$ cat config.mk
export PLATFORM = sky130hd
export DESIGN_NAME = ffa_mod
export DESIGN_NICKNAME = d
export VERILOG_FILES = /design/src/rtl/core/first_fit_aligned_allocator_core_assert.svh /design/src/rtl/core/ffa_mod.sv
export SDC_FILE = /design/constraint.sdc
export NUM_CORES = 1
export LEC_CHECK = 0
export BUFFER_PORTS_ARGS = -buffer_cell sky130_fd_sc_hd__buf_2
export CAP_MARGIN = 0
export CORE_MARGIN = 4
export CORE_UTILIZATION = 57
export CTS_BUF_LIST = sky130_fd_sc_hd__clkbuf_8
export DETAILED_ROUTE_END_ITERATION = 10
export HOLD_SLACK_MARGIN = 0.06
export PLACE_DENSITY_LB_ADDON = 0.25
export REMOVE_ABC_BUFFERS = 1
export SLEW_MARGIN = 30
export SYNTH_ARGS = -nofsm -noshare
export SYNTH_HDL_FRONTEND = slang
export SYNTH_SLANG_ARGS = --single-unit
export TNS_END_PERCENT = 5
$ cat constraint.sdc
create_clock -name clk -period 2.7 [get_ports clk]
set_clock_uncertainty 0.1 [all_clocks]
set_input_delay 0.405 -clock clk [delete_from_list [all_inputs] [get_ports clk]]
set_output_delay 0.405 -clock clk [all_outputs]
set_load 0.03 [all_outputs]
$ cat src/rtl/core/first_fit_aligned_allocator_core_assert.svh
// Assertion macros used by the allocator core.
`ifndef FIRST_FIT_ALIGNED_ALLOCATOR_CORE_ASSERT_SVH
`define FIRST_FIT_ALIGNED_ALLOCATOR_CORE_ASSERT_SVH
`ifndef NO_ASSERTIONS
`define FFA_ASSERT_IMPL(lbl, pre, post) \
	lbl: assert property (@(posedge clk) disable iff (!arst_n) (pre) |-> (post)) \
		else $error("assertion failed");
`define FFA_ASSERT_NEXT(lbl, pre, post) \
	lbl: assert property (@(posedge clk) disable iff (!arst_n) (pre) |=> (post)) \
		else $error("assertion failed");
`else
`define FFA_ASSERT_IMPL(lbl, pre, post)
`define FFA_ASSERT_NEXT(lbl, pre, post)
`endif
`endif

$ cat src/rtl/core/ffa_mod.sv
module ffa_mod (
	input  logic        clk,
	input  logic        arst_n,
	input  logic        start,
	input  logic [31:0] num,
	input  logic [7:0]  den,
	output logic        done,
	output logic [7:0]  rem
);
	logic        busy_q;
	logic        done_q;
	logic [4:0]  bit_q;
	logic [31:0] num_q;
	logic [7:0]  den_q;
	logic [7:0]  rem_q;
	logic [8:0]  trial;

	// One quotient bit per cycle; the partial remainder always stays below den.
	always_comb begin
		trial = {rem_q, num_q[31]};
		if (trial >= {1'b0, den_q}) begin
			trial = trial - {1'b0, den_q};
		end
	end

	always_ff @(posedge clk or negedge arst_n) begin
		if (!arst_n) begin
			busy_q <= 1'b0;
			done_q <= 1'b0;
			bit_q  <= '0;
		end else begin
			done_q <= 1'b0;
			if (start) begin
				busy_q <= 1'b1;
				bit_q  <= '0;
			end else if (busy_q) begin
				bit_q <= bit_q + 5'd1;
				if (bit_q == 5'd31) begin
					busy_q <= 1'b0;
					done_q <= 1'b1;
				end
			end
		end
	end

	always_ff @(posedge clk) begin
		if (start) begin
			num_q <= num;
			den_q <= den;
			rem_q <= '0;
		end else if (busy_q) begin
			num_q <= {num_q[30:0], 1'b0};
			rem_q <= trial[7:0];
		end
	end

	assign done = done_q;
	assign rem  = rem_q;
endmodule

# Yosys cells after proc, flatten, opt, wreduce, memory -nomap -nowiden

Cells that the tools add are included.
W data, S select, Z words.

Equality and inequality tests: 1
Reductions and logical operators: 1
Add/sub/neg operators: 2
Mux-type cells: 11
$lt $le $gt $ge: 1

Operators by type and width:

| operator              | count |
|---|---|
| $mux W32              | 2 |
| $mux W5               | 2 |
| $ge A9 B8 Y1          | 1 |
| $mux W8               | 1 |
| $sub A8 B8 Y8         | 1 |
| $mux W1               | 6 |
| $add A5 B1 Y5 const B | 1 |
| $eq A5 B5 Y1 const B  | 1 |
| $reduce_bool A2 Y1    | 1 |

Word-level logic and storage cells: 22
Input port bits: 43
Register bits: 55
Output and inout bits: 9

# Logic depth before layout (Yosys ltp)

Gate-level depths: netlist of the first run.

Word-level depth: 4
Mapped depth: 8
Gate-level depth less buffers: 8

# Least setup slack after synthesis of the first run

Ideal clock, no wire load.

Path kind: flip-flop to flip-flop
From: reg rem_q[2], in the netlist rem[2]
To: reg rem_q[2], in the netlist rem[2]
Required time: 2.484 ns
Arrival time: 1.924 ns
Stages on the path, launching flop included: 7
Clock period less this slack: 2.140 ns
Path slack: 0.560 ns
Library setup time: 0.116 ns
Path buffers: 0
Cells stage by stage: dfxtp_1 -> ha_1 -> a21o_1 -> a21oi_4 -> a31oi_2 -> or4b_1 -> o211a_1

Longest elaborated chain between the ends: 2

RTL lines:

| what                   | RTL line      | source |
|---|---|---|
| start, declared        | ffa_mod.sv:15 | `logic [7:0] rem_q;` |
| start signal, assigned | ffa_mod.sv:53 | `rem_q <= trial[7:0];` |
| $ge A9 B8 Y1           | ffa_mod.sv:21 | `if (trial >= {1'b0, den_q}) begin` |
| $mux W8                | ffa_mod.sv:21 |  |

No other way between the ends.
A chain may end at the register's enable or synchronous reset.

# Final worst setup path of the first run

From: reg rem_q[6], in the netlist rem[6]
To: reg rem_q[2], in the netlist rem[2]

The elaborated chain is that of the path after synthesis.

==> metrics, run 1 <==
setup TNS 0 ps; Post-synth EDFFs 40; FMAX approximately 440 MHz; Register Area 1540 um^2; layout filler cell count 364; CP Buf/Inv Count 0; Initial Util about 59%; ys flop type edfxtp_1; H-tree Lvls 2; Worst slew margin around 57%; Syn Area/Cell 13.1 um^2; R2R Setup Slk between 400 and 500 ps; clk buf depth 2; Final ANT Viol Nets 0; leading cell types in the layout, fill and taps excluded 51 x buf_2, 40 x edfxtp_1, 31 x mux2_2; clk slew on worst S/H paths around 100 ps; IO buf count 51; Leak Pwr 1.41 nW; Clock Power Share 18.4%; DRT iter0 DRCs 69; CTS tree built; Yosys Warn Count 0; MaxCap Viol Count 0; via count 1819; crit path DAT 2390 ps; Boundary Pins between 50 and 60; CTS sink count 55; number of global-route vias before repair 1793; FF-to-FF End rem[2]; Cell Int Power 0.00158 W; first-pass GRT wire length approximately 8400 um; vias per inst 5.67; cell family with most CP delay simple AND/OR/NAND/NOR gates; Final setup viols 0; Syn Std Cell Area 2760 um^2; status complete, no violations; RePlAce Congestion approximately 0.86; Tot GR Track Use 17.6%; fraction of layout cells with a size suffix above 1 38.2%; post-CTS sizing 0; crit path capture rem[2]; Hold WS roughly 170 ps; register share of total power a little under half; multi-input logic area 1130 um^2; Sw Share approximately a third; core region area 4690 um^2; Mapped Cells 211; RSZ-0062 raised after global routing no; Residual DRC 0; Critical Path Max Stage Delay 580 ps; chip width 77.6 um; cts hold-fix bufs 1; DRT Pass-1 Iters 4; P_sw 0.000829 W; CTS Buf Count 5; largest net degree at the start of global routing 23; Worst R2R Path Depth 5; clock latency on the worst-skew pair roughly 300 ps; post-synthesis sequential area ratio between 50% and 60%; Hold Violations, Final 0; Stages on worst setup path 5; Worst Setup SP rem[6]; Max FO, Critical Path 12; Logic pwr share 36.3%; Yosys cell types 51; VDD IR max 0.000331 V; Async SR Flop Fraction 12.7%; crit path kind register to register; Layout area overhead 14.9%; antenna violations before repair 0; drt wl/cell between 15 and 20 um; Crit. End Element register; Yosys reg bits 55; drt total wl 5170 um; critical path cell sequence ha_1 > a211oi_2 > nand2_1 > or4b_1 > o211a_1; Setup Fix Bufs, Post-CTS 0; DIE HEIGHT 77.6 um; cell row count 25; most common cell after layout, fill and taps aside buf_2; HP Class input pin to register; worst r2r src rem[6]; final worst-path cycle share 84.4%; ANT cells 0; PwrDens 760 nW/um^2; Tightest Pin Transition ~640 ps; pins over their slew limit 0; Root Driver clkbuf_8; Final min period between 2000 and 2500 ps; Req. time, crit path 2810 ps; DIE AREA ~6000 um^2; GR Overflow Total 0; crit path launch type register; slowest cell on the critical path or4b_1; Final HPWL DP around 3700 um; NumNets Final 320
-- cell usage after synthesis, types with 2 or more instances --
cell / number / share of area (%)
a21o_1: 4 / 1.1
a21oi_1: 3 / 0.54
and3_1: 2 / 0.45
buf_1: 4 / 0.54
buf_2: 2 / 0.36
clkbuf_1: 2 / 0.27
dfrtp_1: 7 / 6.4
dfxtp_1: 8 / 5.8
edfxtp_1: 40 / 44
ha_1: 10 / 4.5
inv_1: 13 / 1.8
mux2_2: 31 / 13
mux2i_1: 2 / 0.73
nand2_1: 11 / 1.5
nand2b_1: 2 / 0.45
nand3_1: 5 / 0.91
nor2_1: 13 / 1.8
nor2b_1: 4 / 0.91
nor3b_1: 2 / 0.54
nor4_2: 2 / 0.91
nor4b_1: 2 / 0.64
o211a_1: 4 / 1.5
o21ai_0: 3 / 0.54
o31a_1: 2 / 0.64
o31ai_1: 3 / 0.82
xnor2_1: 2 / 0.64
xor2_1: 4 / 1.3
-- cell type report --
cell class	count	area share (%)
Tap cell	54	2.13
Multi-Input combinational cell	134	35.6
Inverter	13	1.54
Clock buffer	5	2.17
Sequential cell	55	48.5
Timing Repair Buffer	57	9.56
Clock inverter	3	0.474
-- power groups by stage --
stage          logic [W]  clock network, W  registers [W]
2_1_floorplan   0.000574                 0        0.00118
3_3_place_gp    0.000854                 0        0.00111
3_5_place_dp    0.000861                 0        0.00111
4_1_cts         0.000873          0.000452        0.00109
5_1_grt         0.000954          0.000482        0.00111
6_report        0.000873          0.000443        0.00109
-- metal layers --
layer / GRT usage, % / vias up / routed length [um]
li1: - / 892 / -
met3: 4.18 / 4 / 230
met2: 30.1 / 41 / 2670
met4: 3.74 / 0 / 29
met1: 22.8 / 882 / 2240
met5: 0 / - / 0
-- worst min path at each step --
stage / start / to / slack [ps] / cells after the start
CTS: den[7] / den_q[7] / 160 / 1
global placement: arst_n / done / 140 / 1
global route: den[6] / den_q[6] / 160 / 1
finish: den[2] / den_q[2] / 170 / 1
floorplan: arst_n / bit_q[0] / 9 / 0
detailed placement: arst_n / done / 150 / 1
-- state kept, by name (all words and copies together), names as in the netlist --
register and count:
busy_q 1, bit_q 5, done 1, rem 8
num_q 32, den_q 8
-- worst register-to-register path, stage by stage (launching register included) --
cell	delay (ps)
dfxtp_1	340
ha_1	390
a211oi_2	290
nand2_1	340
or4b_1	590
o211a_1	130
-- kinds of logic (layout without fill, tap and decap cells) --
family / count (synthesis) / after routing / share of synthesized area (%)
fa+ha+maj: 11 / 11 / 5.26
simple gates: 52 / 52 / 10.6
flops: 55 / 55 / 55.7
xor+xnor: 6 / 6 / 1.91
mux: 33 / 33 / 13.4
buf+inv: 22 / 78 / 3.36
compound gates: 32 / 32 / 9.76
-- stage by stage --
step                cells  instance area, um^2  utilization (%)  setup WS, ps  power (W)
floorplan             202                 2710                -           416    0.00176
global route          321                 3170             67.5           286    0.00254
finish                321                 3170             67.5           421    0.00241
global placement      312                 3070             65.5           503    0.00196
detailed placement    312                 3070             65.5           465    0.00197
CTS                   321                 3170             67.5           442    0.00242
No activity file was read; power rests on OpenSTA's default activity.
==> inputs of run 2 (changes only) <==
Clock period 2.7 ns to 2.1 ns, I/O delays scaled along.
==> metrics, run 2 (same netlist as run 1, synthesis figures left out) <==
CTS tree built; CP Buf/Inv Count 1 (+1); worst r2r src den_q[3]; R2R Setup Slk 60 ps (-360 ps); pins over their slew limit 0 (unchanged); final worst-path cycle share 97.0% (+13 points); Tot GR Track Use 17.5% (-0.11 points); NumNets Final 333 (+4.1%); Cell Int Power 0.00218 W (+38%); leading cell types in the layout, fill and taps excluded 51 x buf_2, 40 x edfxtp_1, 31 x mux2_2; HP Class input pin to register; setup TNS 0 ps (unchanged); first-pass GRT wire length 8460 um (+1.2%); antenna violations before repair 0 (unchanged); P_sw 0.00115 W (+39%); Tot Pwr 0.00334 W (+39%); DIE AREA 6010 um^2 (unchanged); CTS sink count 55 (unchanged); critical path cell sequence inv_2 > ha_4 > a21o_1 > a21oi_4 > a31oi_4 > or4b_1 > o211a_1; Non-Filler Instances 334 (+4.0%); Final ANT Viol Nets 0 (unchanged); chip width 77.6 um (unchanged); crit path kind register to register; GR Overflow Total 0 (unchanged); CTS Buf Count 5 (unchanged); vias per inst 5.55 (-2.1%); MaxCap Viol Count 0 (unchanged); Finished Core Util 71.1% (+3.6 points); Layout area overhead 21.0%; slowest cell on the critical path or4b_1; PwrDens 1000 nW/um^2 (+32%); placed cells 322 (+3.2%); clk slew on worst S/H paths 100 ps (about the same); Max FO, Critical Path 5 (-7); drt wl/cell 15.8 um (-1.9%); VDD IR max 0.000543 V (+64%); Initial Util 58.8% (unchanged); largest net degree at the start of global routing 19 (-17%); max FFs per register 32 (unchanged); core region area 4690 um^2 (unchanged); IO buf count 51 (unchanged); DIE HEIGHT 77.6 um (unchanged); status complete, no violations; crit path launch type register; DRT iter0 DRCs 93 (+35%); RSZ-0062 raised after global routing yes; hold path endpoint den_q[7]; FMAX 491 MHz (+12%); crit path DAT 2140 ps (-250 ps); ANT cells 0 (unchanged); cell family with most CP delay compound AO/OA/AOI/OAI gates; via count 1853 (+1.9%); drt total wl 5280 um (+2.1%); Root Driver clkbuf_8; Logic pwr share 40.2% (+3.9 points); fraction of layout cells with a size suffix above 1 44.3% (+6.1 points); Boundary Pins 52 (unchanged); Tightest Pin Transition 407 ps (-234 ps); Clock Power Share 17.5% (-0.9 points); Worst slew margin 72.9% (+16 points); cell row count 25 (unchanged); worst hold start den[7]; Stages on worst setup path 7 (+2); clock latency on the worst-skew pair 300 ps (about the same); Hold Violations, Final 0 (unchanged); H-tree Lvls 2 (unchanged); Final HPWL DP 3840 um (+2.7%); DRT Pass-1 Iters 4 (unchanged); number of global-route vias before repair 1825 (+1.8%); Biggest register num_q; FF-to-FF End rem[2]; Final setup viols 0 (unchanged); Sw Share 34.6% (+0.10 points); Crit. End Element register; Critical Path Max Stage Delay 490 ps (-90 ps); Worst Hold Depth 1 (unchanged); Final min period 2040 ps (-242 ps); Worst R2R Path Depth 7 (+2); Residual DRC 0 (unchanged); RePlAce Congestion 0.857 (-0.71%); Hold WS 85.5 ps (-80.9 ps); register share of total power 42.3% (-3.0 points); most common cell after layout, fill and taps aside buf_2; Leak Pwr 1.49 nW (+5.4%); Req. time, crit path 2200 ps (-610 ps); clk buf depth 2 (unchanged)
-- run 2: final cells by class --
class                   count  area (um^2)
repair buffers             70          404
fillers                   357         1360
well taps                  54         67.6
inverters                  13         48.8
clock inverters             3         18.8
multi-input cells         134         1190
flip-flops and latches     55         1540
clock buffers               5         68.8
-- run 2: what timing repair did --
action	in CTS	in global routing
setup buffers	1	2
hold buffers	1	0
endpoints found under the setup margin	2	8
gates resized for setup	1	8
pin swaps	2	5
endpoints found under the hold margin	7	0
-- run 2: routing by layer --
| layer | global-route usage [%] | vias to the layer above | routed length, um |
|---|---|---|---|
| met5 | 0 | - | 0 |
| met4 | 3.38 | 0 | 31 |
| met3 | 4.18 | 4 | 232 |
| met2 | 29.8 | 46 | 2690 |
| met1 | 22.9 | 882 | 2320 |
| li1 | - | 921 | - |
-- run 2: how the worst max path moves through the flow --
stage                     startpoint  endpoint  slack [ps]
final                       den_q[3]    rem[2]          60
after CTS                   den_q[1]    rem[4]           6
after global placement        rem[1]    rem[7]          70
after global routing       num_q[31]    rem[6]         -50
after floorplan               rem[2]    rem[2]        -180
after detailed placement    den_q[1]    rem[4]         -20
-- run 2: per-stage QoR --
step | area [um^2] | worst slack [ps]
6_report | 3340 | 63.2
5_1_grt | 3340 | -52.1
4_1_cts | 3260 | 6.48
3_5_place_dp | 3150 | -17.9
3_3_place_gp | 3150 | 73.7
2_1_floorplan | 2710 | -184
-- run 2: power by group through the flow --
stage | combinational, W | sequential, W | clock (W)
2_1_floorplan | 0.000738 | 0.00152 | 0
3_3_place_gp | 0.00119 | 0.00142 | 0
3_5_place_dp | 0.00121 | 0.00142 | 0
4_1_cts | 0.00123 | 0.00140 | 0.000600
5_1_grt | 0.00147 | 0.00143 | 0.000639
6_report | 0.00134 | 0.00141 | 0.000583
==> inputs of run 3 (changes only) <==
Settings changed: CORE_UTILIZATION 57 to 60.
Clock period 2.1 ns to 2.55 ns, I/O delays scaled along.
==> metrics, run 3 (same netlist as run 1, synthesis figures left out) <==
status complete, no violations; post-CTS sizing 0 (-1); chip width 75.8 um (-2.3%); Biggest register num_q; worst hold start den[6]; Tot GR Track Use 18.5% (+0.99 points); placed cells 311 (-3.4%); VDD IR max 0.000445 V (-18%); vias per inst 5.53 (-0.36%); GR Overflow Total 0 (unchanged); drt total wl 4820 um (-8.7%); IO buf count 51 (unchanged); hold path endpoint den_q[6]; Hold WS 138 ps (+52.8 ps); Max FO, Critical Path 12 (+7); HP Class input pin to register; via count 1769 (-4.5%); antenna violations before repair 0 (unchanged); drt wl/cell 15.1 um (-4.7%); crit path kind register to register; cell row count 24 (-4.0%); largest net degree at the start of global routing 33 (+14); DIE HEIGHT 75.8 um (-2.3%); pre-CTS setup slack 313 ps (+330 ps); CTS sink count 55 (unchanged); max FFs per register 32 (unchanged); Worst Hold Depth 1 (unchanged); MaxCap Viol Count 0 (unchanged); Non-Filler Instances 320 (-4.2%); RSZ-0062 raised after global routing no; crit path DAT 2370 ps (+230 ps); clock latency on the worst-skew pair 310 ps (about the same); most common cell after layout, fill and taps aside buf_2; final worst-path cycle share 89.2% (-7.8 points); Layout area overhead 15.0%; cts hold-fix bufs 1 (unchanged); Final HPWL DP 3540 um (-7.7%); Final Worst Setup Slack 276 ps (+213 ps); clk slew on worst S/H paths 100 ps (about the same); final instance area 3170 um^2 (-5.0%); crit path launch type register; Req. time, crit path 2650 ps (+450 ps); FF-to-FF End rem[1]; Worst slew margin 57.0% (-16 points); CTS tree built; DRT iter0 DRCs 136 (+46%); Leak Pwr 1.42 nW (-4.3%); number of global-route vias before repair 1687 (-7.6%); CTS Buf Count 5 (unchanged); DRT Pass-1 Iters 4 (unchanged); Root Driver clkbuf_8; PwrDens 801 nW/um^2 (-20%); Final min period 2270 ps (+237 ps); Placed Instance Area 3080 um^2 (-2.2%); DIE AREA 5740 um^2 (-4.5%); H-tree Lvls 2 (unchanged); RePlAce Congestion 0.807 (-5.9%); FMAX 440 MHz (-10%); ANT cells 0 (unchanged); Tightest Pin Transition 643 ps (+236 ps); clk buf depth 2 (unchanged); Crit. End Element register; first-pass GRT wire length 7910 um (-6.4%); Final setup viols 0 (unchanged); Setup Fix Bufs, Post-CTS 0 (-1); Initial Util 62.5% (+3.7 points); setup TNS 0 ps (unchanged); worst r2r src den_q[4]; R2R Setup Slk 280 ps (+210 ps); pins over their slew limit 0 (unchanged); leading cell types in the layout, fill and taps excluded 51 x buf_2, 40 x edfxtp_1, 31 x mux2_2; Final ANT Viol Nets 0 (unchanged); Worst R2R Path Depth 7 (unchanged); core region area 4410 um^2 (-5.9%); Hold Violations, Final 0 (unchanged); Residual DRC 0 (unchanged); Boundary Pins 52 (unchanged); NumNets Final 321 (-3.6%); fraction of layout cells with a size suffix above 1 38.4% (-5.9 points)
run 3: cell types whose count changed in the layout (fill, tap and decap cells not counted), moves of 2 or more:
cell and change:
buf_4 -11, ha_1 +3, ha_4 -3, inv_1 +3, clkinv_2 -2, nor4b_1 +2
nor4b_2 -2
run 3: power breakdown:
group          switching (W)  internal (W)  total, W
sequential         0.0000730       0.00108   0.00116
combinational       0.000515      0.000414  0.000930
clock               0.000268      0.000185  0.000453
total               0.000856       0.00168   0.00254
run 3: final cells by class:
cell class / instances / area, um^2
Sequential cell: 55 / 1540
Fill cell: 326 / 1240
Multi-Input combinational cell: 134 / 1130
Timing Repair Buffer: 58 / 310
Clock buffer: 5 / 68.8
Tap cell: 52 / 65.1
Inverter: 13 / 48.8
Clock inverter: 3 / 12.5
run 3: per-layer routing:
metal	up-vias	share of wire (%)	track usage (%)
li1	898	-	-
met1	821	47	26.4
met2	44	45	27.2
met3	6	6.6	6.07
met4	0	1.1	4.66
met5	-	0	0
run 3: how the worst max path moves through the flow:
stage | startpoint | endpoint | slack, ps | cells after the start
2_1_floorplan | rem[2] | rem[2] | 270 | 6
3_3_place_gp | den_q[4] | rem[1] | 370 | 7
3_5_place_dp | den_q[1] | rem[2] | 310 | 7
4_1_cts | den_q[1] | rem[2] | 300 | 7
5_1_grt | den_q[4] | rem[1] | 140 | 7
6_report | den_q[4] | rem[1] | 280 | 7
run 3: through the flow:
step	util [%]	power [W]
after floorplan	-	0.00186
after global placement	69.8	0.00209
after detailed placement	69.8	0.00210
after CTS	71.8	0.00255
after global routing	71.8	0.00270
final	71.8	0.00254
run 3: worst max-delay path: stages, from the launching register on:
cell      delay, ps
edfxtp_1        350
inv_1            40
ha_1            360
and3_1          230
nand3_2         110
a31oi_2         580
o21ai_1         120
a32o_1          270
